<file path="src/hw/rtl/shader_token_stream_parser_core_defines.svh">
// Assertion helpers shared by the parser RTL.
// Each macro expects clk and rst_n in scope.
`ifndef SHADER_TOKEN_STREAM_PARSER_CORE_DEFINES_SVH
`define SHADER_TOKEN_STREAM_PARSER_CORE_DEFINES_SVH

// Same-cycle implication check
`define STP_ASSERT_SAME(name, ante, cons, msg) \
    name: assert property (@(posedge clk) disable iff (!rst_n) (ante) |-> (cons)) \
        else $error(msg);

// Next-cycle implication check
`define STP_ASSERT_NEXT(name, ante, cons, msg) \
    name: assert property (@(posedge clk) disable iff (!rst_n) (ante) |=> (cons)) \
        else $error(msg);

`endif

</file>
<file path="src/hw/rtl/stp_pkg.sv">
`default_nettype none

package stp_pkg;

    // Result kinds
    localparam logic [3:0] KIND_HEADER    = 4'd0;
    localparam logic [3:0] KIND_BAD_TYPE  = 4'd1;
    localparam logic [3:0] KIND_LENGTH    = 4'd2;
    localparam logic [3:0] KIND_INSTR     = 4'd3;
    localparam logic [3:0] KIND_IMMEDIATE = 4'd4;
    localparam logic [3:0] KIND_HEAD_OPEN = 4'd5;
    localparam logic [3:0] KIND_HEAD_DONE = 4'd6;
    localparam logic [3:0] KIND_IDX_OPEN  = 4'd7;
    localparam logic [3:0] KIND_IDX_DONE  = 4'd8;
    localparam logic [3:0] KIND_IGNORED   = 4'd9;
    localparam logic [3:0] KIND_END       = 4'd10;

    // Version token type field (bits 31:16)
    localparam logic [15:0] TYPE_PIXEL    = 16'hFFFF;
    localparam logic [15:0] TYPE_VERTEX   = 16'hFFFE;
    localparam logic [15:0] TYPE_GEOMETRY = 16'hFFF2;
    localparam logic [15:0] TYPE_HULL     = 16'hFFF1;
    localparam logic [15:0] TYPE_DOMAIN   = 16'hFFF0;
    localparam logic [15:0] TYPE_COMPUTE  = 16'hFFF3;

    // Shader kind codes
    localparam logic [2:0] SK_PIXEL    = 3'd0;
    localparam logic [2:0] SK_VERTEX   = 3'd1;
    localparam logic [2:0] SK_GEOMETRY = 3'd2;
    localparam logic [2:0] SK_HULL     = 3'd3;
    localparam logic [2:0] SK_DOMAIN   = 3'd4;
    localparam logic [2:0] SK_COMPUTE  = 3'd5;

    // Opcode that carries one immediate word
    localparam logic [10:0] OPC_IMMEDIATE = 11'h00F;

    // Index representation meaning "no token"
    localparam logic [1:0] REP_NONE = 2'd3;

    typedef struct packed {
        logic [3:0]  kind;
        logic [2:0]  shader_kind;
        logic [3:0]  major_version;
        logic [3:0]  minor_version;
        logic [10:0] opcode_value;
        logic [6:0]  instr_length;
        logic [1:0]  operand_slot;
        logic [7:0]  operand_kind;
        logic [3:0]  component_mask;
        logic [1:0]  index_dimension;
        logic [1:0]  index_slot;
        logic [31:0] word_value;
    } result_t;

    // Latched operand head
    typedef struct packed {
        logic [7:0] reps;
        logic [1:0] dim;
        logic [3:0] mask;
        logic [7:0] kind;
    } head_t;

    typedef struct packed {
        logic       known;
        logic [2:0] code;
    } type_dec_t;

    function automatic type_dec_t decode_type(input logic [15:0] t);
        type_dec_t d;
        d.known = 1'b1;
        unique case (t)
            TYPE_PIXEL:    d.code = SK_PIXEL;
            TYPE_VERTEX:   d.code = SK_VERTEX;
            TYPE_GEOMETRY: d.code = SK_GEOMETRY;
            TYPE_HULL:     d.code = SK_HULL;
            TYPE_DOMAIN:   d.code = SK_DOMAIN;
            TYPE_COMPUTE:  d.code = SK_COMPUTE;
            default:
            begin
                d.known = 1'b0;
                d.code  = 3'd0;
            end
        endcase
        return d;
    endfunction

    // First slot at or after from (below n) that takes a token, else n
    function automatic logic [2:0] next_needed(input logic [7:0] reps,
                                               input logic [2:0] n,
                                               input logic [2:0] from);
        logic [2:0] r;
        r = n;
        for (int i = 3; i >= 0; i--)
        begin
            if (3'(i) >= from && 3'(i) < n && reps[2*i +: 2] != REP_NONE)
                r = 3'(i);
        end
        return r;
    endfunction

    // Tokens used (head included) when the last slot of n is checked
    function automatic logic [2:0] used_at_last(input logic [7:0] reps,
                                                input logic [2:0] n);
        logic [2:0] cnt;
        cnt = 3'd1;
        for (int i = 0; i < 4; i++)
        begin
            if (3'(i) + 3'd1 < n && reps[2*i +: 2] != REP_NONE)
                cnt = cnt + 3'd1;
        end
        return cnt;
    endfunction

endpackage

`default_nettype wire

</file>
<file path="src/hw/rtl/stp_parser.sv">
`default_nettype none

// Parser state and per-token classification. State advances on step; the
// result for the current token is combinational from token and state.
module stp_parser #(
    parameter int MAX_OPERANDS = 4,
    parameter int MAX_INDICES  = 3
) (
    input  wire logic            clk,
    input  wire logic            rst_n,
    input  wire logic            step,
    input  wire logic [31:0]     token,
    input  wire logic            program_start,
    output stp_pkg::result_t     result
);
    import stp_pkg::*;

    localparam int         OPW  = $clog2(MAX_OPERANDS + 1);
    localparam logic [2:0] MAXI = 3'(MAX_INDICES);

    localparam logic [2:0] PH_HALT   = 3'd0;
    localparam logic [2:0] PH_LENGTH = 3'd1;
    localparam logic [2:0] PH_BODY   = 3'd2;
    localparam logic [2:0] PH_INDEX  = 3'd3;
    localparam logic [2:0] PH_SKIP   = 3'd4;
    localparam logic [2:0] PH_DONE   = 3'd5;

    logic [2:0]     phase_reg, phase_next;
    logic [31:0]    prog_len_reg, prog_len_next;
    logic [31:0]    position_reg, position_next;
    logic [6:0]     left_reg, left_next;
    logic [10:0]    opcode_reg, opcode_next;
    logic [6:0]     length_reg, length_next;
    logic [OPW-1:0] seen_reg, seen_next;
    logic           imm_reg, imm_next;
    head_t          head_reg, head_next;
    logic [1:0]     nidx_reg, nidx_next;

    type_dec_t   tdec;
    logic [31:0] rem;
    logic [6:0]  avail;
    logic [6:0]  left_dec;
    head_t       nh;
    logic [2:0]  nh_cnt;
    logic [2:0]  nh_first;
    logic [2:0]  nh_used;
    logic [2:0]  hd_cnt;
    logic [2:0]  hd_after;
    logic [3:0]  seen_ext;
    logic [3:0]  seen_m1;

    // Slot count of an operand head: min(dimension + 1, MAX_INDICES)
    function automatic logic [2:0] slots(input logic [1:0] dim);
        logic [2:0] d1;
        d1 = {1'b0, dim} + 3'd1;
        return (d1 < MAXI) ? d1 : MAXI;
    endfunction

    // Token decode helpers
    always_comb
    begin
        tdec     = decode_type(token[31:16]);
        rem      = prog_len_reg - position_reg;
        avail    = (rem < {25'd0, left_reg}) ? rem[6:0] : left_reg;
        left_dec = left_reg - 7'd1;
        nh.reps  = token[29:22];
        nh.dim   = token[21:20];
        nh.mask  = token[15:12];
        nh.kind  = token[7:0];
        nh_cnt   = slots(nh.dim);
        nh_first = next_needed(nh.reps, nh_cnt, 3'd0);
        nh_used  = used_at_last(nh.reps, nh_cnt);
        hd_cnt   = slots(head_reg.dim);
        hd_after = next_needed(head_reg.reps, hd_cnt, {1'b0, nidx_reg} + 3'd1);
        seen_ext = 4'(seen_reg);
        seen_m1  = seen_ext - 4'd1;
    end

    // Next state and result
    always_comb
    begin
        phase_next    = phase_reg;
        prog_len_next = prog_len_reg;
        position_next = position_reg;
        left_next     = left_reg;
        opcode_next   = opcode_reg;
        length_next   = length_reg;
        seen_next     = seen_reg;
        imm_next      = imm_reg;
        head_next     = head_reg;
        nidx_next     = nidx_reg;
        result        = '0;
        result.kind   = KIND_IGNORED;

        priority if (program_start)
        begin
            left_next = 7'd0;
            seen_next = '0;
            imm_next  = 1'b0;
            nidx_next = 2'd0;
            if (!tdec.known)
            begin
                phase_next  = PH_HALT;
                result.kind = KIND_BAD_TYPE;
            end
            else
            begin
                phase_next           = PH_LENGTH;
                result.kind          = KIND_HEADER;
                result.shader_kind   = tdec.code;
                result.major_version = token[7:4];
                result.minor_version = token[3:0];
            end
        end
        else if (phase_reg == PH_HALT || phase_reg == PH_DONE)
        begin
            // nothing to parse until the next start
        end
        else if (phase_reg == PH_LENGTH)
        begin
            prog_len_next     = token;
            position_next     = 32'd2;
            phase_next        = PH_BODY;
            result.kind       = KIND_LENGTH;
            result.word_value = token;
        end
        else if (position_reg >= prog_len_reg)
        begin
            phase_next = PH_DONE;
        end
        else if (left_reg == 7'd0)
        begin
            // instruction head
            opcode_next         = token[10:0];
            length_next         = token[30:24];
            result.opcode_value = token[10:0];
            result.instr_length = token[30:24];
            if (token[30:24] == 7'd0)
            begin
                phase_next  = PH_DONE;
                result.kind = KIND_END;
            end
            else
            begin
                position_next = position_reg + 32'd1;
                left_next     = token[30:24] - 7'd1;
                seen_next     = '0;
                imm_next      = (token[10:0] == OPC_IMMEDIATE);
                phase_next    = PH_BODY;
                result.kind   = KIND_INSTR;
            end
        end
        else
        begin
            left_next     = left_dec;
            position_next = position_reg + 32'd1;
            priority if (phase_reg == PH_SKIP)
            begin
                if (left_dec == 7'd0)
                    phase_next = PH_BODY;
            end
            else if (opcode_reg == OPC_IMMEDIATE)
            begin
                if (imm_reg)
                begin
                    imm_next            = 1'b0;
                    result.kind         = KIND_IMMEDIATE;
                    result.opcode_value = opcode_reg;
                    result.instr_length = length_reg;
                    result.word_value   = token;
                end
            end
            else if (phase_reg == PH_INDEX)
            begin
                result.opcode_value    = opcode_reg;
                result.instr_length    = length_reg;
                result.operand_slot    = seen_m1[1:0];
                result.operand_kind    = head_reg.kind;
                result.component_mask  = head_reg.mask;
                result.index_dimension = head_reg.dim;
                result.index_slot      = nidx_reg;
                result.word_value      = token;
                if (hd_after < hd_cnt)
                begin
                    nidx_next   = hd_after[1:0];
                    result.kind = KIND_IDX_OPEN;
                end
                else
                begin
                    nidx_next   = 2'd0;
                    phase_next  = PH_BODY;
                    result.kind = KIND_IDX_DONE;
                end
            end
            else if (seen_reg >= OPW'(MAX_OPERANDS))
            begin
                // operands beyond the limit are ignored
            end
            else
            begin
                head_next = nh;
                if ({4'd0, nh_used} >= avail)
                begin
                    // operand would run past its instruction: drop the rest
                    phase_next = (left_dec == 7'd0) ? PH_BODY : PH_SKIP;
                end
                else
                begin
                    seen_next              = seen_reg + OPW'(1);
                    result.opcode_value    = opcode_reg;
                    result.instr_length    = length_reg;
                    result.operand_slot    = seen_ext[1:0];
                    result.operand_kind    = nh.kind;
                    result.component_mask  = nh.mask;
                    result.index_dimension = nh.dim;
                    if (nh_first < nh_cnt)
                    begin
                        nidx_next   = nh_first[1:0];
                        phase_next  = PH_INDEX;
                        result.kind = KIND_HEAD_OPEN;
                    end
                    else
                    begin
                        nidx_next   = 2'd0;
                        result.kind = KIND_HEAD_DONE;
                    end
                end
            end
        end
    end

    // State registers
    always_ff @(posedge clk or negedge rst_n)
    begin
        if (!rst_n)
        begin
            phase_reg    <= PH_HALT;
            prog_len_reg <= 32'd0;
            position_reg <= 32'd0;
            left_reg     <= 7'd0;
            opcode_reg   <= 11'd0;
            length_reg   <= 7'd0;
            seen_reg     <= '0;
            imm_reg      <= 1'b0;
            head_reg     <= '0;
            nidx_reg     <= 2'd0;
        end
        else if (step)
        begin
            phase_reg    <= phase_next;
            prog_len_reg <= prog_len_next;
            position_reg <= position_next;
            left_reg     <= left_next;
            opcode_reg   <= opcode_next;
            length_reg   <= length_next;
            seen_reg     <= seen_next;
            imm_reg      <= imm_next;
            head_reg     <= head_next;
            nidx_reg     <= nidx_next;
        end
    end

endmodule

`default_nettype wire

</file>
<file path="src/hw/rtl/shader_token_stream_parser_core.sv">
// Shader token stream parser: takes one 32-bit bytecode token per beat and
// returns exactly one tagged result beat for it (version header, bad type,
// length, instruction head, immediate, operand head, operand index,
// ignored or end). A token is taken every cycle the result side keeps up;
// each result shows the cycle after its token, from one output register.
// The token side stalls only while the consumer stalls the held result.
// A token with program_start set restarts parsing at any point.
`default_nettype none

`include "shader_token_stream_parser_core_defines.svh"

module shader_token_stream_parser_core #(
    parameter int MAX_OPERANDS = 4,
    parameter int MAX_INDICES  = 3
) (
    input  wire logic        clk,
    input  wire logic        rst_n,
    // token channel
    input  wire logic        token_valid,
    output logic             token_stall,
    input  wire logic [31:0] token,
    input  wire logic        program_start,
    // result channel
    output logic             result_valid,
    input  wire logic        result_stall,
    output logic [3:0]       kind,
    output logic [2:0]       shader_kind,
    output logic [3:0]       major_version,
    output logic [3:0]       minor_version,
    output logic [10:0]      opcode_value,
    output logic [6:0]       instr_length,
    output logic [1:0]       operand_slot,
    output logic [7:0]       operand_kind,
    output logic [3:0]       component_mask,
    output logic [1:0]       index_dimension,
    output logic [1:0]       index_slot,
    output logic [31:0]      word_value
);
    import stp_pkg::*;

    logic    accept;
    logic    valid_reg;
    result_t step_result;
    result_t result_reg;

    // Token side waits only on a stalled, full result register
    assign token_stall = valid_reg && result_stall;
    assign accept      = token_valid && !token_stall;

    stp_parser #(
        .MAX_OPERANDS (MAX_OPERANDS),
        .MAX_INDICES  (MAX_INDICES)
    ) u_parser (
        .clk           (clk),
        .rst_n         (rst_n),
        .step          (accept),
        .token         (token),
        .program_start (program_start),
        .result        (step_result)
    );

    // Result valid
    always_ff @(posedge clk or negedge rst_n)
    begin
        if (!rst_n)
            valid_reg <= 1'b0;
        else if (accept)
            valid_reg <= 1'b1;
        else if (!result_stall)
            valid_reg <= 1'b0;
    end

    // Result payload
    always_ff @(posedge clk)
    begin
        if (accept)
            result_reg <= step_result;
    end

    assign result_valid    = valid_reg;
    assign kind            = result_reg.kind;
    assign shader_kind     = result_reg.shader_kind;
    assign major_version   = result_reg.major_version;
    assign minor_version   = result_reg.minor_version;
    assign opcode_value    = result_reg.opcode_value;
    assign instr_length    = result_reg.instr_length;
    assign operand_slot    = result_reg.operand_slot;
    assign operand_kind    = result_reg.operand_kind;
    assign component_mask  = result_reg.component_mask;
    assign index_dimension = result_reg.index_dimension;
    assign index_slot      = result_reg.index_slot;
    assign word_value      = result_reg.word_value;

    // Checks
    `STP_ASSERT_NEXT(a_beat_gives_result, accept, valid_reg,
        "accepted token produced no result")
    `STP_ASSERT_SAME(a_header_fields_only, valid_reg && result_reg.kind != KIND_HEADER,
        result_reg.shader_kind == 3'd0 && result_reg.major_version == 4'd0 &&
        result_reg.minor_version == 4'd0, "version fields set outside header result")
    `STP_ASSERT_SAME(a_index_slot_only,
        valid_reg && result_reg.kind != KIND_IDX_OPEN && result_reg.kind != KIND_IDX_DONE,
        result_reg.index_slot == 2'd0, "index slot set outside index result")

endmodule

`default_nettype wire
</file>
<file path="config.mk">
export PLATFORM = sky130hd
export DESIGN_NAME = shader_token_stream_parser_core
export DESIGN_NICKNAME = d
export VERILOG_FILES = /design/src/hw/rtl/stp_pkg.sv /design/src/hw/rtl/stp_parser.sv /design/src/hw/rtl/shader_token_stream_parser_core.sv
export VERILOG_INCLUDE_DIRS = /design/src /design/src/hw/rtl
export SDC_FILE = /design/constraint.sdc
export NUM_CORES = 1
export LEC_CHECK = 0
export BUFFER_PORTS_ARGS = -buffer_cell sky130_fd_sc_hd__buf_2
export CAP_MARGIN = 25
export CORE_MARGIN = 5
export CORE_UTILIZATION = 39
export CTS_CLUSTER_DIAMETER = 80
export CTS_CLUSTER_SIZE = 40
export DETAILED_ROUTE_END_ITERATION = 8
export GPL_TIMING_DRIVEN = 0
export SYNTH_ARGS = -nofsm -noshare
export SYNTH_HDL_FRONTEND = slang
export SYNTH_HIERARCHICAL = 1
export SYNTH_SLANG_ARGS = --single-unit
</file>
<file path="constraint.sdc">
create_clock -name clk -period 11.1 [get_ports clk]
set_clock_uncertainty 0.05 [all_clocks]
set_input_delay 2.22 -clock clk [delete_from_list [all_inputs] [get_ports clk]]
set_output_delay 2.22 -clock clk [all_outputs]
set_load 0.01 [all_outputs]
</file>
==> results of run 1 <==
-- tightest hold or removal path: stages, from the launching register on --
cell and delay (ns):
sky130_fd_sc_hd__dfrtp_1 0.36, sky130_fd_sc_hd__nand2_1 0.05, sky130_fd_sc_hd__o21ai_0 0.06
-- cell usage after synthesis, types with 32 or more instances --
cell / instances / share of area (%)
sky130_fd_sc_hd__nor2_1: 87 / 2.8
sky130_fd_sc_hd__edfxtp_1: 83 / 21
sky130_fd_sc_hd__nand2_1: 87 / 2.8
sky130_fd_sc_hd__ha_1: 53 / 5.7
sky130_fd_sc_hd__dfrtp_1: 117 / 25
sky130_fd_sc_hd__a22o_1: 32 / 2.4
sky130_fd_sc_hd__and2_1: 42 / 2.3
sky130_fd_sc_hd__mux2_2: 70 / 6.8
sky130_fd_sc_hd__o21ai_0: 46 / 2.0
sky130_fd_sc_hd__a21oi_1: 58 / 2.5
sky130_fd_sc_hd__xnor2_1: 39 / 2.9
sky130_fd_sc_hd__inv_1: 60 / 1.9
-- cells in the final DEF (no fill, tap or decap), types with 14 or more instances in the layout --
master,n
sky130_fd_sc_hd__a21o_1,14
sky130_fd_sc_hd__a21oi_1,58
sky130_fd_sc_hd__a22o_1,32
sky130_fd_sc_hd__and2_1,42
sky130_fd_sc_hd__and3_1,24
sky130_fd_sc_hd__buf_2,131
sky130_fd_sc_hd__clkbuf_1,28
sky130_fd_sc_hd__clkbuf_16,19
sky130_fd_sc_hd__dfrtp_1,117
sky130_fd_sc_hd__edfxtp_1,83
sky130_fd_sc_hd__ha_1,53
sky130_fd_sc_hd__inv_1,60
sky130_fd_sc_hd__mux2_2,70
sky130_fd_sc_hd__nand2_1,87
sky130_fd_sc_hd__nand3_1,28
sky130_fd_sc_hd__nand4_1,22
sky130_fd_sc_hd__nor2_1,87
sky130_fd_sc_hd__nor3_1,15
sky130_fd_sc_hd__o211ai_1,14
sky130_fd_sc_hd__o21ai_0,46
sky130_fd_sc_hd__xnor2_1,39
-- metal layers --
metal  up-vias  GRT usage, %  wire [µm]
li1       4391             -          -
met1      4499          27.1      14600
met2       317          32.3      15500
met3        43          3.39       2000
met4         0          5.63        597
met5         -             0          0
-- cell families after synthesis --
kind of cell | Yosys count | share of synthesized area [%]
AO/OA/AOI/OAI | 260 | 16.0
XOR/XNOR | 49 | 3.68
adder cells (fa/ha/maj) | 55 | 6.02
buffers and inverters | 110 | 4.09
flip-flops | 200 | 46.4
multiplexers | 76 | 7.26
other | 2 | 0.0643
AND/OR/NAND/NOR | 370 | 16.4
-- worst paths after layout --
path	from	end	slack, ns	depth (start not counted)
max	u_parser/position_reg[0]	instr_length[6]	3.90	27
min	u_parser/length_reg[1]	u_parser/length_reg[1]	0.46	2
max reg2reg	u_parser/position_reg[0]	instr_length[6]	3.90	27
min reg2reg	u_parser/length_reg[1]	u_parser/length_reg[1]	0.46	2
max in group asynchronous	rst_n	u_parser/position_reg[10]	8.64	2
min in group asynchronous	rst_n	u_parser/prog_len_reg[19]	1.59	1
-- cell type report --
cell class                      instances  area share [%]
Multi-Input combinational cell        816            43.0
Sequential cell                       200            40.1
Inverter                               60            1.67
Buffer                                 50            1.87
Timing Repair Buffer                  122            5.12
Clock buffer                           19            3.52
Tap cell                              390            3.61
Clock inverter                         13            1.08
-- where the power goes --
part | switching, mW | internal (mW)
registers | 0.128 | 0.958
clock network | 0.316 | 0.329
logic | 1.34 | 0.838
total | 1.78 | 2.12
==> qor.tcl, run 1 <==
set qor(place.detailed.instances) 1638
set qor(slowest_library_cell_on_the_worst_path) {sky130_fd_sc_hd__or4_4}
set qor(globalplace.congestion) 0.921
set qor(drtAntennaViolNets) 0
set qor(detailedPlace.worstSlack_ns) 4.03
set qor(detailed_place.area_um2) 12900
set qor(setup.worst_path.class) {register to register}
set qor(start_util_pct) 39.4
set qor(report.final.setup_viol) 0
set qor(yosys_register_bits) 200
set qor(synth_ff_type) {sky130_fd_sc_hd__dfrtp_1}
set qor(tritoncts) {yes}
set qor(initial_antenna_violation_count) 1
set qor(antenna-diode-count) 0
set qor(syn_avg_cell_area_um2) 10.4
set qor(clkSlewWorstSetupHoldPaths_ns) 0.08
set qor(fin_hold_ws_ns) 0.458
set qor(route.detailed.drc) 0
set qor(netlist-cell-type-count) 87
set qor(root_buffer) {sky130_fd_sc_hd__clkbuf_16}
set qor(num_vias) 9250
set qor(maxClockFrequency_mhz) 139
set qor(endpoint_kind) {register}
set qor(crit_path_max_incr_delay_ns) 0.60
set qor(finalCritPeriodShare_pct) 64.9
set qor(placementRows) 63
set qor(mapped_cell_area_um2) 11700
set qor(die_w_um) 183
set qor(synth_edf_count) 83
set qor(run_status) {completed}
set qor(number_of_buffers_added_by_the_clock_tree_synthesis_step) 17
set qor(critPathArrivalTime_ns) 7.46
set qor(leakagePower_nw) 5.77
set qor(final-max-slew-violation-count) 0
set qor(areaGrowthSynthToFinish_pct) 15.6
set qor(synth_cells) 1122
set qor(utilization_pct) 45.6
set qor(coreArea_um2) 29600
set qor(multi_input_comb_area_um2) 5800
set qor(overflow) 0
set qor(synth-async-reset-ratio_pct) 58.5
set qor(powerDensity_nw_per_um2) 289
set qor(detail_route.first_pass.iterations) 5
set qor(design_area_um2) 13500
set qor(hold_viol) 0
set qor(synthesis.yosys.warnings) 6
set qor(maxCapViolations) 0
set qor(ctsResizeCount) 0
set qor(worstPathRequired_ns) 11.35
set qor(cp_top_family) {compound AO/OA/AOI/OAI gates}
set qor(cts.hold.buffers_added) 0
set qor(rsz_0062_raised_after_global_routing) {no}
set qor(gr-usage-all-layers_pct) 19.7
set qor(io_buffers) 117
set qor(seq_area_frac_synth_pct) 46.4
set qor(seqCellArea_um2) 5420
set qor(detail_route.wl_per_cell_um) 19.6
set qor(finalWirelength_mm) 32.7
set qor(hp-class) {register to register}
set qor(post_cts_buffers) 0
set qor(layout_min_cycle_time_ns) 7.20
set qor(fin_cells) 1670
set qor(grt_pass1_wl_mm) 51.7
set qor(first_global_vias) 9072
set qor(fillCellCount) 2856
set qor(worst_slew_pin_slew_ns) 0.949
set qor(setup-tns-final_ns) 0
set qor(drive_above_1_share_pct) 21.7
set qor(fin_ws_ns) 3.90
set qor(grt_max_degree) 91
set qor(numnets_final) 1359
set qor(detailedPlacementHpwl_mm) 24.9
set qor(power.ir.vdd_worst_mv) 0.122
set qor(io_pins) 122
set qor(clock_path_buffers) 2
set qor(detail_route.vias_per_cell) 5.54
set qor(drt_iter0_drc) 861
set qor(clk_latency_ns) 0.45
set qor(die_y_um) 183
set qor(tritoncts_num_sinks) 200
set qor(worst_max_slew_margin_expressed_relative_to_the_limit_pct) 36.5
set qor(setup.worst_path.start_class) {register}
set qor(die_area_um2) 33500
set qor(cts_htree_levels) 4
set qor(critPathBufInv) 2
set qor(total_power_mw) 3.91
set qor(path_max_fanout) 10
Power figures use the tool's default switching activity.
==> run 2: changes to the inputs <==
clock period = 6.64 ns   (was 11.1 ns; I/O delays follow)
==> run 2 against run 1 <==
Compared with the run above:
- fmax is 14% higher
- total power is 72% higher
- sequential share of layout area is 0.53 points lower
- worst setup slack worse by 3.6 ns
- count of clock-buffer cells in the layout stayed put
- via count hardly changed
- critical endpoint is now instr_length[0]
==> qor.tcl, run 2 (synthesis gave the netlist of run 1 again) <==
set qor(mostFrequentLayoutCell) {sky130_fd_sc_hd__buf_2} ;# unchanged
set qor(numnets_final) 1367 ;# was 1359
set qor(detailed_place.area_um2) 12900 ;# unchanged
set qor(gr-usage-all-layers_pct) 19.7 ;# about the same
set qor(reg2regPathDepth) 28 ;# was 27
set qor(drt_iter0_drc) 887 ;# was 861
set qor(antenna-diode-count) 0 ;# unchanged
set qor(power.ir.vdd_worst_mv) 0.213 ;# was 0.122 mV
set qor(layout_min_cycle_time_ns) 6.34 ;# was 7.20 ns
set qor(run_status) {completed} ;# unchanged
set qor(maxClockFrequency_mhz) 158 ;# was 139 MHz
set qor(worstPathRequired_ns) 6.90 ;# was 11.35 ns
set qor(most-common-layout-cells) {sky130_fd_sc_hd__buf_2, sky130_fd_sc_hd__dfrtp_1, sky130_fd_sc_hd__nor2_1, sky130_fd_sc_hd__nand2_1, sky130_fd_sc_hd__edfxtp_1} ;# unchanged
set qor(first_global_vias) 9063 ;# was 9072
set qor(hold_viol) 0 ;# unchanged
set qor(setup.worst_path.class) {register to register} ;# unchanged
set qor(drtAntennaViolNets) 0 ;# unchanged
set qor(detailedPlacementHpwl_mm) 24.9 ;# unchanged
set qor(tritoncts_num_sinks) 200 ;# unchanged
set qor(number_of_buffers_added_by_the_clock_tree_synthesis_step) 17 ;# unchanged
set qor(power_frac_seq_pct) 27.0 ;# was 27.8%
set qor(design_area_um2) 13700 ;# was 13500 µm²
set qor(detail_route.vias_per_cell) 5.51 ;# was 5.54
set qor(critPathArrivalTime_ns) 6.59 ;# was 7.46 ns
set qor(finalCritPeriodShare_pct) 95.4 ;# was 64.9%
set qor(crit_path_max_incr_delay_ns) 0.55 ;# was 0.60 ns
set qor(p_sw_share_pct) 45.7 ;# was 45.6%
set qor(fillCellCount) 2838 ;# was 2856
set qor(areaGrowthSynthToFinish_pct) 17.2 ;# was 15.6%
set qor(initial_antenna_violation_count) 1 ;# unchanged
set qor(clkSlewWorstSetupHoldPaths_ns) 0.08 ;# about the same
set qor(die_w_um) 183 ;# unchanged
set qor(report.final.setup_viol) 0 ;# unchanged
set qor(path_max_fanout) 6 ;# was 10
set qor(overflow) 0 ;# unchanged
set qor(worst_slew_pin_slew_ns) 1.02 ;# was 0.949 ns
set qor(detail_route.first_pass.iterations) 5 ;# unchanged
set qor(endpoint_kind) {register} ;# unchanged
set qor(clk_latency_ns) 0.45 ;# about the same
set qor(route.detailed.drc) 0 ;# unchanged
set qor(cell_internal_pwr_mw) 3.65 ;# was 2.12 mW
set qor(num_vias) 9246 ;# was 9250
set qor(drive_above_1_share_pct) 22.9 ;# was 21.7%
set qor(start_util_pct) 39.4 ;# unchanged
set qor(leakagePower_nw) 5.84 ;# was 5.77 nW
set qor(maxCapViolations) 0 ;# unchanged
set qor(coreArea_um2) 29600 ;# unchanged
set qor(setup-tns-final_ns) 0 ;# unchanged
set qor(worst_max_slew_margin_expressed_relative_to_the_limit_pct) 31.7 ;# was 36.5%
set qor(cts_htree_levels) 4 ;# unchanged
set qor(slowest_library_cell_on_the_worst_path) {sky130_fd_sc_hd__or4_4} ;# unchanged
set qor(powerDensity_nw_per_um2) 492 ;# was 289 nW/µm²
set qor(clock_path_buffers) 2 ;# unchanged
set qor(pwr-share-clk_pct) 16.0 ;# was 16.5%
set qor(p_switching_mw) 3.08 ;# was 1.78 mW
set qor(setup.worst_path.start_class) {register} ;# unchanged
set qor(cts.hold.buffers_added) 0 ;# unchanged
set qor(die_y_um) 183 ;# unchanged
set qor(grt_pass1_wl_mm) 51.8 ;# was 51.7 mm
set qor(finalWirelength_mm) 32.9 ;# was 32.7 mm
set qor(detail_route.wl_per_cell_um) 19.6 ;# about the same
set qor(comb_power_share_pct) 57.0 ;# was 55.7%
set qor(placementRows) 63 ;# unchanged
set qor(worst_hold_path.num_cells) 2 ;# unchanged
set qor(globalplace.congestion) 0.921 ;# unchanged
set qor(root_buffer) {sky130_fd_sc_hd__clkbuf_16} ;# unchanged
set qor(tritoncts) {yes} ;# unchanged
set qor(io_buffers) 117 ;# unchanged
set qor(io_pins) 122 ;# unchanged
set qor(final-max-slew-violation-count) 0 ;# unchanged
set qor(hp-class) {register to register} ;# unchanged
set qor(die_area_um2) 33500 ;# unchanged
set qor(grt_max_degree) 91 ;# unchanged
run 2: changes by cell type in the layout (fill, tap and decap cells not counted), sizes merged:
cell	change
buf	+8
run 2: cell type report:
cell class	instances	area [µm²]	share of cell area (%)
Multi-Input combinational cell	816	5910	43.2
Sequential cell	200	5420	39.6
Timing Repair Buffer	130	759	5.55
Tap cell	390	488	3.57
Clock buffer	19	475	3.48
Buffer	50	259	1.89
Inverter	60	225	1.65
Clock inverter	13	146	1.07
run 2: worst max-delay path: cells and delay by family, from the launching register on:
family                   cells  cell delay, ns
AO/OA/AOI/OAI               12            2.40
AND/OR/NAND/NOR              8            1.76
adder cells (fa/ha/maj)      4            1.12
flip-flops                   1            0.38
buffers and inverters        3            0.32
XOR/XNOR                     1            0.17
run 2: power by group through the flow:
stage,Clock (mW),Sequential (mW),Combinational (mW)
floorplan,0,1.79,2.68
global placement,0,1.83,3.54
detailed placement,0,1.84,3.56
CTS,1.10,1.81,3.64
global route,1.16,1.85,4.22
finish,1.08,1.81,3.83
run 2: metrics by stage:
step / power (mW) / util (%) / std cells / setup WS, ns / hold WS [ns]
after global routing: 7.23 / 46.2 / 1678 / -0.0113 / 0.468
after detailed placement: 5.40 / 43.5 / 1638 / -0.428 / 0.427
after floorplan: 4.47 / - / 1126 / 0.775 / 0.401
after global placement: 5.37 / 43.1 / 1633 / -1.08 / 0.421
after CTS: 6.56 / 45.7 / 1671 / 0.0892 / 0.448
final: 6.73 / 46.2 / 1678 / 0.305 / 0.456
run 2: timing repair:
action                     in CTS  in global routing
resized for setup               5                 16
pin swaps                       1                  9
setup endpoints to repair      33                 46
gates cloned                    0                  1
setup buffers                   1                  6
run 2: layer usage:
layer | global-route usage [%] | wire length [µm]
met5 | 0 | 0
met4 | 5.54 | 569
met3 | 3.39 | 1840
met2 | 32.3 | 15600
met1 | 27.2 | 14900
run 2: final timing paths:
kind                                          start  slack, ns                        end
max in group asynchronous                     rst_n       5.07  u_parser/position_reg[10]
min in group asynchronous                     rst_n       0.70  u_parser/prog_len_reg[19]
hold / removal               u_parser/length_reg[1]       0.46     u_parser/length_reg[1]
setup reg to reg           u_parser/prog_len_reg[0]       0.30            instr_length[0]
setup / recovery           u_parser/prog_len_reg[0]       0.30            instr_length[0]
hold reg to reg              u_parser/length_reg[1]       0.46     u_parser/length_reg[1]
